**config.mk**
```make
export PLATFORM = sky130hd
export DESIGN_NAME = sparse_polynomial_multiplier_flat
export DESIGN_NICKNAME = d
export VERILOG_FILES = /design/src/rtl/spm_pkg.sv /design/src/rtl/spm_if.sv /design/src/rtl/sparse_polynomial_multiplier.sv /design/src/flat_wrapper.sv
export SDC_FILE = /design/constraint.sdc
export NUM_CORES = 2
export LEC_CHECK = 0
export BUFFER_PORTS_ARGS = -buffer_cell sky130_fd_sc_hd__buf_2
export CORE_UTILIZATION = 50
export CTS_CLUSTER_SIZE = 40
export DETAILED_ROUTE_END_ITERATION = 7
export PLACE_DENSITY = 0.68
export SLEW_MARGIN = 0
export SYNTH_ARGS = -nofsm -noshare
export SYNTH_HDL_FRONTEND = slang
export SYNTH_SLANG_ARGS = --single-unit
export TNS_END_PERCENT = 50
```
**constraint.sdc**
```tcl
create_clock -name clk -period 7.5 [get_ports clk]
set_clock_uncertainty 0.15 [all_clocks]
set_input_delay 0 -clock clk [delete_from_list [all_inputs] [get_ports clk]]
set_output_delay 0 -clock clk [all_outputs]
set_load 0.1 [all_outputs]
```
**src/rtl/spm_pkg.sv**
```systemverilog
// package for the sparse polynomial multiplier: constants, types and codes
package spm_pkg;

  localparam int MAX_TERMS_DEF = 8;
  localparam int COEF_BITS_DEF = 16;
  localparam int EXP_BITS_DEF  = 10;
  localparam int IN_COEF_W     = 16;
  localparam int IN_EXP_W      = 10;
  localparam int OUT_COEF_W    = 40;
  localparam int OUT_EXP_W     = 11;
  localparam int SUM_DEPTH     = 64;
  localparam int SUM_IDX_W     = 6;
  localparam int SUM_CNT_W     = 7;

  typedef enum logic [1:0] {
    ACT_LOAD_FIRST  = 2'd0,
    ACT_LOAD_SECOND = 2'd1,
    ACT_MULTIPLY    = 2'd2,
    ACT_NONE        = 2'd3
  } action_t;

  typedef enum logic [2:0] {
    ST_IDLE,
    ST_PROD,
    ST_SCAN,
    ST_EMIT_RD,
    ST_EMIT,
    ST_EMPTY
  } state_t;

endpackage

```
**src/rtl/spm_if.sv**
```systemverilog
// valid/ready channel interfaces for input and result transactions
interface spm_in_if;
  logic       valid;
  logic       ready;
  logic [1:0] action;
  logic signed [spm_pkg::IN_COEF_W-1:0] coefficient;
  logic [spm_pkg::IN_EXP_W-1:0] exponent;
  modport source (output valid, action, coefficient, exponent, input ready);
  modport sink   (input valid, action, coefficient, exponent, output ready);
endinterface

interface spm_out_if;
  logic valid;
  logic ready;
  logic signed [spm_pkg::OUT_COEF_W-1:0] product_coefficient;
  logic [spm_pkg::OUT_EXP_W-1:0] product_exponent;
  logic last_term;
  logic empty_product;
  logic overflow_seen;
  modport source (output valid, product_coefficient, product_exponent, last_term,
                  empty_product, overflow_seen, input ready);
  modport sink   (input valid, product_coefficient, product_exponent, last_term,
                  empty_product, overflow_seen, output ready);
endinterface

```
**src/rtl/sparse_polynomial_multiplier.sv**
```systemverilog
// top level of the sparse polynomial multiplier
//
// Input channel in: action 0/1 appends a term to the first/second operand,
// action 2 multiplies and emits, action 3 is ignored. A multiply walks
// every pair of terms; each product is merged into a result table held in
// one synchronous memory by a serial scan over the entries already held,
// one entry a cycle. Results leave on channel out, one term per
// transaction, the last marked with last_term; an empty operand gives
// one transaction with empty_product set. A stalled receiver holds the
// output register and the emit walk. No input is taken while a multiply
// runs. After emission both operands, the table and the drop flag clear;
// overflow_seen holds until the next multiply. Reset (rst_n, low,
// synchronous) empties all stores; no clearing pass is needed since
// entries are read only below their counts.
module sparse_polynomial_multiplier #(
  parameter int MAX_TERMS = spm_pkg::MAX_TERMS_DEF,
  parameter int COEF_BITS = spm_pkg::COEF_BITS_DEF,
  parameter int EXP_BITS  = spm_pkg::EXP_BITS_DEF
) (
  input logic clk,
  input logic rst_n,
  spm_in_if.sink   in_ch,
  spm_out_if.source out_ch
);
  localparam int TW = (MAX_TERMS > 1) ? $clog2(MAX_TERMS) : 1;
  localparam int CW = $clog2(MAX_TERMS + 1);
  localparam int SW = EXP_BITS + 1;
  localparam int PW = 2 * COEF_BITS;

  // operand stores
  logic signed [COEF_BITS-1:0] f_coef [MAX_TERMS];
  logic [EXP_BITS-1:0] f_exp [MAX_TERMS];
  logic signed [COEF_BITS-1:0] s_coef [MAX_TERMS];
  logic [EXP_BITS-1:0] s_exp [MAX_TERMS];
  // result table memory
  logic [spm_pkg::OUT_COEF_W-1:0] t_coef [spm_pkg::SUM_DEPTH];
  logic [SW-1:0] t_exp [spm_pkg::SUM_DEPTH];

  spm_pkg::state_t state_r, state_nxt;
  logic [CW-1:0] fcnt_r, scnt_r;
  logic [TW-1:0] i_r, j_r;
  logic [spm_pkg::SUM_CNT_W-1:0] tcnt_r, k_r;
  logic drop_r;
  logic signed [PW-1:0] prod_r;
  logic [SW-1:0] pexp_r;
  logic [spm_pkg::OUT_COEF_W-1:0] rd_coef_r;
  logic [SW-1:0] rd_exp_r;
  logic rd_ok_r;
  logic ov_r;

  logic acc_in, out_fire;
  logic last_pair, hit;
  logic [spm_pkg::OUT_COEF_W-1:0] prod_ext;

  assign acc_in   = in_ch.valid && in_ch.ready;
  assign out_fire = out_ch.valid && out_ch.ready;
  assign in_ch.ready = (state_r == spm_pkg::ST_IDLE);
  assign last_pair = (i_r == TW'(fcnt_r - 1'b1)) &&
                     (j_r == TW'(scnt_r - 1'b1));
  assign hit = rd_ok_r && (rd_exp_r == pexp_r);
  assign prod_ext = spm_pkg::OUT_COEF_W'(prod_r);

  // next state
  always_comb begin
    state_nxt = state_r;
    case (state_r)
      spm_pkg::ST_IDLE: begin
        if (acc_in && in_ch.action == spm_pkg::ACT_MULTIPLY) begin
          if (fcnt_r == '0 || scnt_r == '0) state_nxt = spm_pkg::ST_EMPTY;
          else state_nxt = spm_pkg::ST_PROD;
        end
      end
      spm_pkg::ST_PROD: state_nxt = spm_pkg::ST_SCAN;
      spm_pkg::ST_SCAN: begin
        if (hit || k_r >= tcnt_r) begin
          if (last_pair) state_nxt = spm_pkg::ST_EMIT_RD;
          else state_nxt = spm_pkg::ST_PROD;
        end
      end
      spm_pkg::ST_EMIT_RD: state_nxt = spm_pkg::ST_EMIT;
      spm_pkg::ST_EMIT: begin
        if (out_fire) begin
          if (k_r == tcnt_r) state_nxt = spm_pkg::ST_IDLE;
          else state_nxt = spm_pkg::ST_EMIT_RD;
        end
      end
      spm_pkg::ST_EMPTY: if (out_fire) state_nxt = spm_pkg::ST_IDLE;
      default: state_nxt = spm_pkg::ST_IDLE;
    endcase
  end

  // outputs
  always_comb begin
    out_ch.valid = 1'b0;
    out_ch.product_coefficient = '0;
    out_ch.product_exponent = '0;
    out_ch.last_term = 1'b0;
    out_ch.empty_product = 1'b0;
    out_ch.overflow_seen = ov_r;
    case (state_r)
      spm_pkg::ST_EMIT: begin
        out_ch.valid = 1'b1;
        out_ch.product_coefficient = rd_coef_r;
        out_ch.product_exponent = spm_pkg::OUT_EXP_W'(rd_exp_r);
        out_ch.last_term = (k_r == tcnt_r);
      end
      spm_pkg::ST_EMPTY: begin
        out_ch.valid = 1'b1;
        out_ch.last_term = 1'b1;
        out_ch.empty_product = 1'b1;
      end
      default: out_ch.valid = 1'b0;
    endcase
  end

  // operand stores and product register
  always_ff @(posedge clk) begin
    if (acc_in && in_ch.action == spm_pkg::ACT_LOAD_FIRST && fcnt_r < CW'(MAX_TERMS)) begin
      f_coef[TW'(fcnt_r)] <= COEF_BITS'(in_ch.coefficient);
      f_exp[TW'(fcnt_r)]  <= EXP_BITS'(in_ch.exponent);
    end
    if (acc_in && in_ch.action == spm_pkg::ACT_LOAD_SECOND && scnt_r < CW'(MAX_TERMS)) begin
      s_coef[TW'(scnt_r)] <= COEF_BITS'(in_ch.coefficient);
      s_exp[TW'(scnt_r)]  <= EXP_BITS'(in_ch.exponent);
    end
    if (state_r == spm_pkg::ST_PROD) begin
      prod_r <= PW'(f_coef[i_r]) * PW'(s_coef[j_r]);
      pexp_r <= SW'(f_exp[i_r]) + SW'(s_exp[j_r]);
    end
  end

  // table memory: write port and registered read, held while a term waits
  always_ff @(posedge clk) begin
    if (state_r == spm_pkg::ST_SCAN) begin
      if (hit) t_coef[k_r[spm_pkg::SUM_IDX_W-1:0] - 1'b1] <= rd_coef_r + prod_ext;
      else if (k_r >= tcnt_r && tcnt_r < spm_pkg::SUM_CNT_W'(spm_pkg::SUM_DEPTH)) begin
        t_coef[tcnt_r[spm_pkg::SUM_IDX_W-1:0]] <= prod_ext;
        t_exp[tcnt_r[spm_pkg::SUM_IDX_W-1:0]]  <= pexp_r;
      end
    end
    if (state_r != spm_pkg::ST_EMIT) begin
      rd_coef_r <= t_coef[k_r[spm_pkg::SUM_IDX_W-1:0]];
      rd_exp_r  <= t_exp[k_r[spm_pkg::SUM_IDX_W-1:0]];
    end
  end

  // control registers; the scan reads entry k, compares it in the cycle after
  always_ff @(posedge clk) begin
    if (!rst_n) begin
      state_r <= spm_pkg::ST_IDLE;
      fcnt_r <= '0; scnt_r <= '0; tcnt_r <= '0; k_r <= '0;
      i_r <= '0; j_r <= '0; drop_r <= 1'b0; rd_ok_r <= 1'b0; ov_r <= 1'b0;
    end else begin
      state_r <= state_nxt;
      rd_ok_r <= 1'b0;
      case (state_r)
        spm_pkg::ST_IDLE: begin
          k_r <= '0;
          if (acc_in && in_ch.action == spm_pkg::ACT_LOAD_FIRST) begin
            if (fcnt_r < CW'(MAX_TERMS)) fcnt_r <= fcnt_r + 1'b1;
            else drop_r <= 1'b1;
          end
          if (acc_in && in_ch.action == spm_pkg::ACT_LOAD_SECOND) begin
            if (scnt_r < CW'(MAX_TERMS)) scnt_r <= scnt_r + 1'b1;
            else drop_r <= 1'b1;
          end
          if (acc_in && in_ch.action == spm_pkg::ACT_MULTIPLY) begin
            i_r <= '0; j_r <= '0; tcnt_r <= '0; ov_r <= drop_r;
          end
        end
        spm_pkg::ST_PROD: begin
          k_r <= spm_pkg::SUM_CNT_W'(1);
          rd_ok_r <= (tcnt_r != '0);
        end
        spm_pkg::ST_SCAN: begin
          if (hit || k_r >= tcnt_r) begin
            if (!hit) begin
              if (tcnt_r < spm_pkg::SUM_CNT_W'(spm_pkg::SUM_DEPTH)) tcnt_r <= tcnt_r + 1'b1;
              else begin drop_r <= 1'b1; ov_r <= 1'b1; end
            end
            k_r <= '0;
            if (j_r == TW'(scnt_r - 1'b1)) begin
              j_r <= '0; i_r <= i_r + 1'b1;
            end else j_r <= j_r + 1'b1;
          end else begin
            k_r <= k_r + 1'b1;
            rd_ok_r <= 1'b1;
          end
        end
        spm_pkg::ST_EMIT_RD: k_r <= k_r + 1'b1;
        spm_pkg::ST_EMIT: begin
          if (out_fire && k_r == tcnt_r) begin
            fcnt_r <= '0; scnt_r <= '0; tcnt_r <= '0; drop_r <= 1'b0;
          end
        end
        spm_pkg::ST_EMPTY: begin
          if (out_fire) begin
            fcnt_r <= '0; scnt_r <= '0; drop_r <= 1'b0;
          end
        end
        default: k_r <= '0;
      endcase
    end
  end

  // checks
  a_no_in_busy: assert property (@(posedge clk) disable iff (!rst_n)
    state_r != spm_pkg::ST_IDLE |-> !in_ch.ready) else $error("input taken while busy");
  a_cnt_bound: assert property (@(posedge clk) disable iff (!rst_n)
    fcnt_r <= CW'(MAX_TERMS) && scnt_r <= CW'(MAX_TERMS)) else $error("count overrun");
  a_tbl_bound: assert property (@(posedge clk) disable iff (!rst_n)
    tcnt_r <= spm_pkg::SUM_CNT_W'(spm_pkg::SUM_DEPTH)) else $error("table overrun");
  a_clear: assert property (@(posedge clk) disable iff (!rst_n)
    out_fire && out_ch.last_term |=> fcnt_r == '0 && scnt_r == '0 && !drop_r)
    else $error("stores not cleared");
endmodule

```
**src/flat_wrapper.sv**
```systemverilog
// flat-port wrapper written by rule: the top's interface ports become plain ports
module sparse_polynomial_multiplier_flat 
#(
  parameter int MAX_TERMS = spm_pkg::MAX_TERMS_DEF,
  parameter int COEF_BITS = spm_pkg::COEF_BITS_DEF,
  parameter int EXP_BITS  = spm_pkg::EXP_BITS_DEF
)
  (clk, rst_n, in_ch_valid, in_ch_action, in_ch_coefficient, in_ch_exponent, in_ch_ready, out_ch_valid, out_ch_product_coefficient, out_ch_product_exponent, out_ch_last_term, out_ch_empty_product, out_ch_overflow_seen, out_ch_ready);
  spm_in_if in_ch_i ();
  spm_out_if out_ch_i ();
  input logic clk;
  input logic rst_n;
  input wire logic [$bits(in_ch_i.valid)-1:0] in_ch_valid;
  input wire logic [$bits(in_ch_i.action)-1:0] in_ch_action;
  input wire logic [$bits(in_ch_i.coefficient)-1:0] in_ch_coefficient;
  input wire logic [$bits(in_ch_i.exponent)-1:0] in_ch_exponent;
  output wire logic [$bits(in_ch_i.ready)-1:0] in_ch_ready;
  output wire logic [$bits(out_ch_i.valid)-1:0] out_ch_valid;
  output wire logic [$bits(out_ch_i.product_coefficient)-1:0] out_ch_product_coefficient;
  output wire logic [$bits(out_ch_i.product_exponent)-1:0] out_ch_product_exponent;
  output wire logic [$bits(out_ch_i.last_term)-1:0] out_ch_last_term;
  output wire logic [$bits(out_ch_i.empty_product)-1:0] out_ch_empty_product;
  output wire logic [$bits(out_ch_i.overflow_seen)-1:0] out_ch_overflow_seen;
  input wire logic [$bits(out_ch_i.ready)-1:0] out_ch_ready;
  assign in_ch_i.valid = in_ch_valid;
  assign in_ch_i.action = in_ch_action;
  assign in_ch_i.coefficient = in_ch_coefficient;
  assign in_ch_i.exponent = in_ch_exponent;
  assign in_ch_ready = in_ch_i.ready;
  assign out_ch_valid = out_ch_i.valid;
  assign out_ch_product_coefficient = out_ch_i.product_coefficient;
  assign out_ch_product_exponent = out_ch_i.product_exponent;
  assign out_ch_last_term = out_ch_i.last_term;
  assign out_ch_empty_product = out_ch_i.empty_product;
  assign out_ch_overflow_seen = out_ch_i.overflow_seen;
  assign out_ch_i.ready = out_ch_ready;
  sparse_polynomial_multiplier #(.MAX_TERMS(MAX_TERMS), .COEF_BITS(COEF_BITS), .EXP_BITS(EXP_BITS)) u_core (.clk(clk), .rst_n(rst_n), .in_ch(in_ch_i), .out_ch(out_ch_i));
endmodule
```
### Yosys cells after proc, flatten, opt, wreduce, memory -nomap -nowiden

Memories as Yosys holds them, arrays and structs flattened. A register that Yosys moved wholly into a read port is not among the register bits.
Cells that the tools add are included.

| word-level totals | value |
|---|---|
| bits in registers | 77 |
| latch bits | 0 |
| bits in writable memories | 3680 |
| ROM bits | 0 |
| input bits | 32 |
| word-level logic and storage cells | 163 |
| memories kept | 6 |

Memories:

| memory | depth | width | rd ports | clocked after memory_dff | write ports | RTL line | RTL |
|---|---|---|---|---|---|---|---|
| u_core.t_coef | 64 | 40 | 1 | 1 | 1 | sparse_polynomial_multiplier.sv:36 | `logic [spm_pkg::OUT_COEF_W-1:0] t_coef [spm_pkg::SUM_DEPTH];` |
| u_core.t_exp | 64 | 11 | 1 | 1 | 1 | sparse_polynomial_multiplier.sv:37 | `logic [SW-1:0] t_exp [spm_pkg::SUM_DEPTH];` |
| u_core.f_coef | 8 | 16 | 1 | 1 | 1 | sparse_polynomial_multiplier.sv:31 | `logic signed [COEF_BITS-1:0] f_coef [MAX_TERMS];` |
| u_core.s_coef | 8 | 16 | 1 | 1 | 1 | sparse_polynomial_multiplier.sv:33 | `logic signed [COEF_BITS-1:0] s_coef [MAX_TERMS];` |
| u_core.f_exp | 8 | 10 | 1 | 1 | 1 | sparse_polynomial_multiplier.sv:32 | `logic [EXP_BITS-1:0] f_exp [MAX_TERMS];` |
| u_core.s_exp | 8 | 10 | 1 | 1 | 1 | sparse_polynomial_multiplier.sv:34 | `logic [EXP_BITS-1:0] s_exp [MAX_TERMS];` |

| cells by class | value |
|---|---|
| $add $sub $neg | 11 |
| multiply operators | 1 |
| div/mod/pow operators | 0 |
| $lt $le $gt $ge | 4 |
| eq/ne operators | 25 |
| shift-type cells | 0 |
| multiplexer cells | 72 |
| bitwise gates (word level) | 0 |
| reduce and logical (&&, ||, !) cells | 32 |

Operators with widths:

| operator | number |
|---|---|
| 40-bit two-way mux | 2 |
| 3-bit two-way mux | 18 |
| 7-bit two-way mux | 6 |
| 40-bit adder | 1 |
| 40-bit OR reduction | 1 |
| 16-bit by 16-bit multiplier with 32-bit output | 1 |
| 7-bit case mux with 4 select lines | 1 |
| 1-bit two-way mux | 25 |
| 4-bit two-way mux | 6 |
| 4-bit case mux with 3 select lines | 2 |
| 7-bit case mux with 3 select lines | 1 |
| 2-bit inequality test, second input constant | 10 |
| 3-bit case mux with 6 select lines | 1 |
| 5-bit AND reduction | 3 |
| 7-bit by 1-bit adder with 7-bit output, second input constant | 2 |
| 3-bit case mux with 2 select lines | 2 |
| 6-bit AND reduction | 2 |
| 10-bit by 10-bit adder with 11-bit output | 1 |
| 11-bit equality test | 1 |
| 1-bit logical AND | 11 |
| 11-bit two-way mux | 1 |
| 4-bit by 1-bit adder with 4-bit output, second input constant | 2 |
| 4-bit logical NOT | 2 |
| 4-bit < comparator, second input constant | 2 |
| 28 further kinds | 41 |

### Depth between registers and ports, before layout

| depth | value |
|---|---|
| word-level depth | 8 |
| gate-level depth with buffers | 28 |
| gate-level depth less buffers | 26 |

### Worst setup path after synthesis

OpenSTA, ideal clock, no wires.

| path | value |
|---|---|
| kind | reg-to-reg |
| start | register u_core.k_r[0] in the netlist's numbering |
| end | memory u_core.t_coef[23][0] in the netlist's numbering, enable pin |
| arrival time | 7112 ps |
| slack | -299 ps |
| stages on the path, launching flop included | 17 |
| path buffers | 5 |
| clock period less this slack | 7799 ps |
| cells stage by stage | dfxtp_1 clkbuf_1 buf_6 buf_2 clkbuf_1 inv_1 ha_1 nand2b_1 a21o_1 a21o_1 a21o_1 a21oi_1 o21ai_0 clkbuf_1 a211oi_1 o21ai_1 nor4_1 |

| between the ends | value |
|---|---|
| cells in the longest elaborated chain, start to end | 8 |

RTL lines:

| what | RTL line | RTL |
|---|---|---|
| start: declaration | sparse_polynomial_multiplier.sv:42 | `logic [spm_pkg::SUM_CNT_W-1:0] tcnt_r, k_r;` |
| start signal: assignment | sparse_polynomial_multiplier.sv:172 | `k_r <= spm_pkg::SUM_CNT_W'(1);` |
| start signal: assignment | sparse_polynomial_multiplier.sv:186 | `k_r <= k_r + 1'b1;` |
| start signal: assignment | sparse_polynomial_multiplier.sv:190 | `spm_pkg::ST_EMIT_RD: k_r <= k_r + 1'b1;` |
| 7-bit >= comparator | sparse_polynomial_multiplier.sv:136 | `else if (k_r >= tcnt_r && tcnt_r < spm_pkg::SUM_CNT_W'(spm_pkg::SUM_DEPTH)) begin` |
| 1-bit logical AND | sparse_polynomial_multiplier.sv:136 |  |
| 1-bit two-way mux | sparse_polynomial_multiplier.sv:136 |  |
| 1-bit two-way mux | sparse_polynomial_multiplier.sv:135 | `if (hit) t_coef[k_r[spm_pkg::SUM_IDX_W-1:0] - 1'b1] <= rd_coef_r + prod_ext;` |
| 1-bit two-way mux | sparse_polynomial_multiplier.sv:134 | `if (state_r == spm_pkg::ST_SCAN) begin` |
| 1-bit two-way mux (implied by the code) | sparse_polynomial_multiplier.sv:137 | `t_coef[tcnt_r[spm_pkg::SUM_IDX_W-1:0]] <= prod_ext;` |
| 40-bit OR reduction (no source line) | - |  |
| 6-bit two-way mux (no source line) or 1-bit two-way mux (tied branches) | - |  |
| end: declaration | sparse_polynomial_multiplier.sv:36 |  |

Parallel ways exist; a longest one is shown, timed or not.

==> flow_summary.yaml <==
timing:
  fin_crit_sh_pct: 97.6
  min_period_ns: 7.32
  setup-violations-final: 0
  slew_headroom_pct: 4.68
  final_hold_viol_count: 0
  slew_viol_final: 0
  fmax_mhz: 137
  worst_slack_ns: 0.181
  worst_pin_slew_ns: 1.42
  setup_tns_ns: 0
  rsz0062_at_grt: "yes"
worst_setup_path:
  end_kind: "flip-flop"
  crit_fanout: 9
  cp.depth: 24
  crit_type: "reg -> reg"
  r2r-end: "u_core.prod_r[27]$_DFFE_PP_"
  cp_common_cell: "fa_1"
  rr_worst_depth: 24
  rrSetupSlack_ns: 0.18
  cp_top_family: "adder cells"
  max_stage_delay_ns: 0.51
  cp_num_buf_inv: 8
  cp_cell_sequence: "buf_12 > buf_12 > mux4_2 > mux2i_1 > buf_4 > buf_4 > nor2_1 > fa_1 > inv_1 > fa_1 > fa_1 > inv_1 > fa_1 > fa_1 > inv_1 > fa_1 > inv_1 > ha_1 > a2111o_1 > a21oi_2 > o211ai_1 > and3_1 > o31a_1 > a311o_1"
  start_kind: "flip-flop"
  crit_required_ns: 7.95
  cp.arrival_ns: 7.77
  slowest_stage: "mux4_2"
job:
  drv_cap: 0
logic_synthesis:
  synth_fa_ha_area_share_pct: 4.52
  ys_top_cells_by_count: "3,774 x edfxtp_1, 1,175 x mux4_2, 364 x inv_1"
  synth_xor_area_share_pct: 0.515
  synth-simple-area-share_pct: 2.40
  syn_nets: 7870
  async_reset_ff_share_pct: 0
  synth_area_leaders: "edfxtp_1 72%, mux4_2 17%, fa_1 3.3%"
  synth_area_per_cell_um2: 21.3
  synth_area_leader_cell: "edfxtp_1"
  synth_edf_count: 3774
  synth_top_family_by_area: "multiplexers"
  netlist_area_um2: 158000
  ys_seq_area_share_pct: 72.2
  synth_top_area_share_pct: 71.7
  syn_inst: 7425
  synth_warnings: 0
  synth-seq-cells: 3814
  synth_flop_cell: "edfxtp_1"
  synth_compound_area_share_pct: 1.33
  muxShareOfSynthArea_pct: 17.2
  synth_cell_types: 72
  yosys.cell_count.top_type: "edfxtp_1"
drt:
  drc: 0
  wl_per_cell_um: 33.4
  ant_nets: 0
  viasPerCell: 6.39
  route.vias.total: 79400
  drt_iter0_drc: 11200
  wl_um: 415000
  firstDrtPassIters: 6
grt:
  grt_overflow_total: 0
  grt_usage_pct: 26.2
  antenna_found_initial: 18
  grt_pass1_vias: 78900
  grt_pass1_wl_um: 587000
  grt_start_max_net_pins: 169
floorplanning:
  placementRows: 206
  design.die.area_um2: 318000
  die_h_um: 564
  ios: 88
  die_x_um: 564
  initial_core_util_pct: 50.2
  core_um2: 315000
clock_tree:
  cts_tree: "built"
  cts.path.max_buffers: 4
  htree_levels: 5
  cts.sink_count: 3814
  clock_latency_ns: 0.92
  cts_buffers: 372
  root_buffer: "clkbuf_16"
  clk_pin_slew_worst_paths_ns: 0.06
finish:
  drive_gt1_share_pct: 29.1
  nets: 8412
  syn2layout_area_growth_pct: 13.6
placed_design:
  pre_cts_ws_ns: -0.0730
  portBuffers: 87
  place_hpwl_um: 233000
  gp_congestion: 0.902
outcome:
  outcome: "complete, no violations"
min_path:
  hold_class: "in -> reg"
  hold_end: "u_core.drop_r$_SDFFE_PN0P_"
  worstHoldStart: "in_ch_action[1]"
  min_path_cells: 5
## sequential cells by signal, summed over array words and instances, names as in the netlist, named ones only
name                         cells
u_core.k_r                       7
u_core.f_exp                    80
u_core.drop_r                    1
u_core.s_exp                    80
u_core.rd_exp_r                 11
u_core.prod_r                   32
u_core.s_coef                  128
u_core.fcnt_r                    4
u_core.scnt_r                    4
u_core.i_r                       3
u_core.t_coef                 2560
u_core.pexp_r                   11
u_core.f_coef                  128
u_core.rd_ok_r                   1
u_core.out_ch.overflow_seen      1
u_core.rd_coef_r                40
u_core.tcnt_r                    7
u_core.t_exp                   704
u_core.j_r                       3
u_core.state_r                   3
## final cells by class
class                   instances  area (µm²)
fillers                     22700      135000
diodes                          7        17.5
clock buffers                 460        9850
repair buffers                527        4490
multi-input cells            2883       42300
well taps                    4160        5200
clock inverters               211        2070
inverters                     369        1390
flip-flops and latches       3814      114000
## per-layer routing
| metal | part of all wire (%) | wire (µm) | track usage (%) | vias up |
|---|---|---|---|---|
| li1 | - | - | - | 31400 |
| met1 | 39 | 161000 | 37.5 | 42600 |
| met2 | 47 | 194000 | 40.3 | 4545 |
| met3 | 11 | 44500 | 5.94 | 783 |
| met4 | 3.7 | 15400 | 8.54 | 2 |
| met5 | 0.031 | 127 | 0 | - |
## worst reg2reg max path: stages (launching register included)
cell	delay, ns
dfxtp_4	0.37
buf_12	0.12
buf_12	0.12
mux4_2	0.51
mux2i_1	0.17
buf_4	0.22
buf_4	0.19
nor2_1	0.07
fa_1	0.51
inv_1	0.05
fa_1	0.46
fa_1	0.51
inv_1	0.06
fa_1	0.49
fa_1	0.49
inv_1	0.05
fa_1	0.48
inv_1	0.04
ha_1	0.32
a2111o_1	0.44
a21oi_2	0.20
o211ai_1	0.17
and3_1	0.20
o31a_1	0.27
a311o_1	0.36
## stage by stage
| step | cell area [µm²] | hold WS (ns) | std cells | util [%] |
|---|---|---|---|---|
| floorplan | 158000 | -0.0511 | 7425 | - |
| global placement | 166000 | 0.219 | 11600 | 52.8 |
| detailed placement | 166000 | 0.235 | 11600 | 52.8 |
| CTS | 179000 | 0.00177 | 12400 | 56.8 |
| global route | 179000 | 0.0651 | 12400 | 57.0 |
| finish | 180000 | 0.0680 | 12400 | 57.0 |
## how the worst max path moves through the flow
stage,endpoint,slack (ns)
after floorplan,u_core.t_coef[15][0]$_DFFE_PP_,-0.30
after global placement,u_core.prod_r[30]$_DFFE_PP_,-0.03
after global routing,u_core.prod_r[30]$_DFFE_PP_,-0.13
final,u_core.prod_r[27]$_DFFE_PP_,0.18
after detailed placement,u_core.prod_r[30]$_DFFE_PP_,-0.07
after CTS,u_core.prod_r[22]$_DFFE_PP_,0.02
## placed cells by master (no fill, tap or decap), drive strengths merged, types with 37 or more instances in the layout
cell type and n:
a21oi 107, ha 149, a21o 37, clkinv 158, and2 62, o21ai 73
mux2 37, edfxtp 3774, clkbuf 461, nand3 42, dlygate4sd3 66, buf 460
fa 264, mux4 1175, dfxtp 40, nor2 309, inv 377, nand2 161
nor4 67, xnor2 59
## what timing repair did
item | 4_1_cts | 5_1_grt
endpoints found under the hold margin | 664 | 0
hold buffers | 66 | 0
gates resized for setup | 3 | 62
pin swaps | 0 | 22
endpoints found under the setup margin | 2 | 8
cloned | 0 | 1
setup buffers | 0 | 46
## kinds of logic (layout without fill, tap and decap cells)
kind of cell | count (synthesis) | count (layout)
buffers and inverters | 728 | 1567
muxes | 1245 | 1245
AOI/OAI and AO/OA | 331 | 331
xor gates and xnor gates | 93 | 93
adders and majority gates | 413 | 413
DFF | 3814 | 3814
other | 0 | 7
and+or+nand+nor | 801 | 801
Power is left out: the tool's default activity adds up to more than one toggle a clock period on the data nets, which glitch-free logic cannot reach.
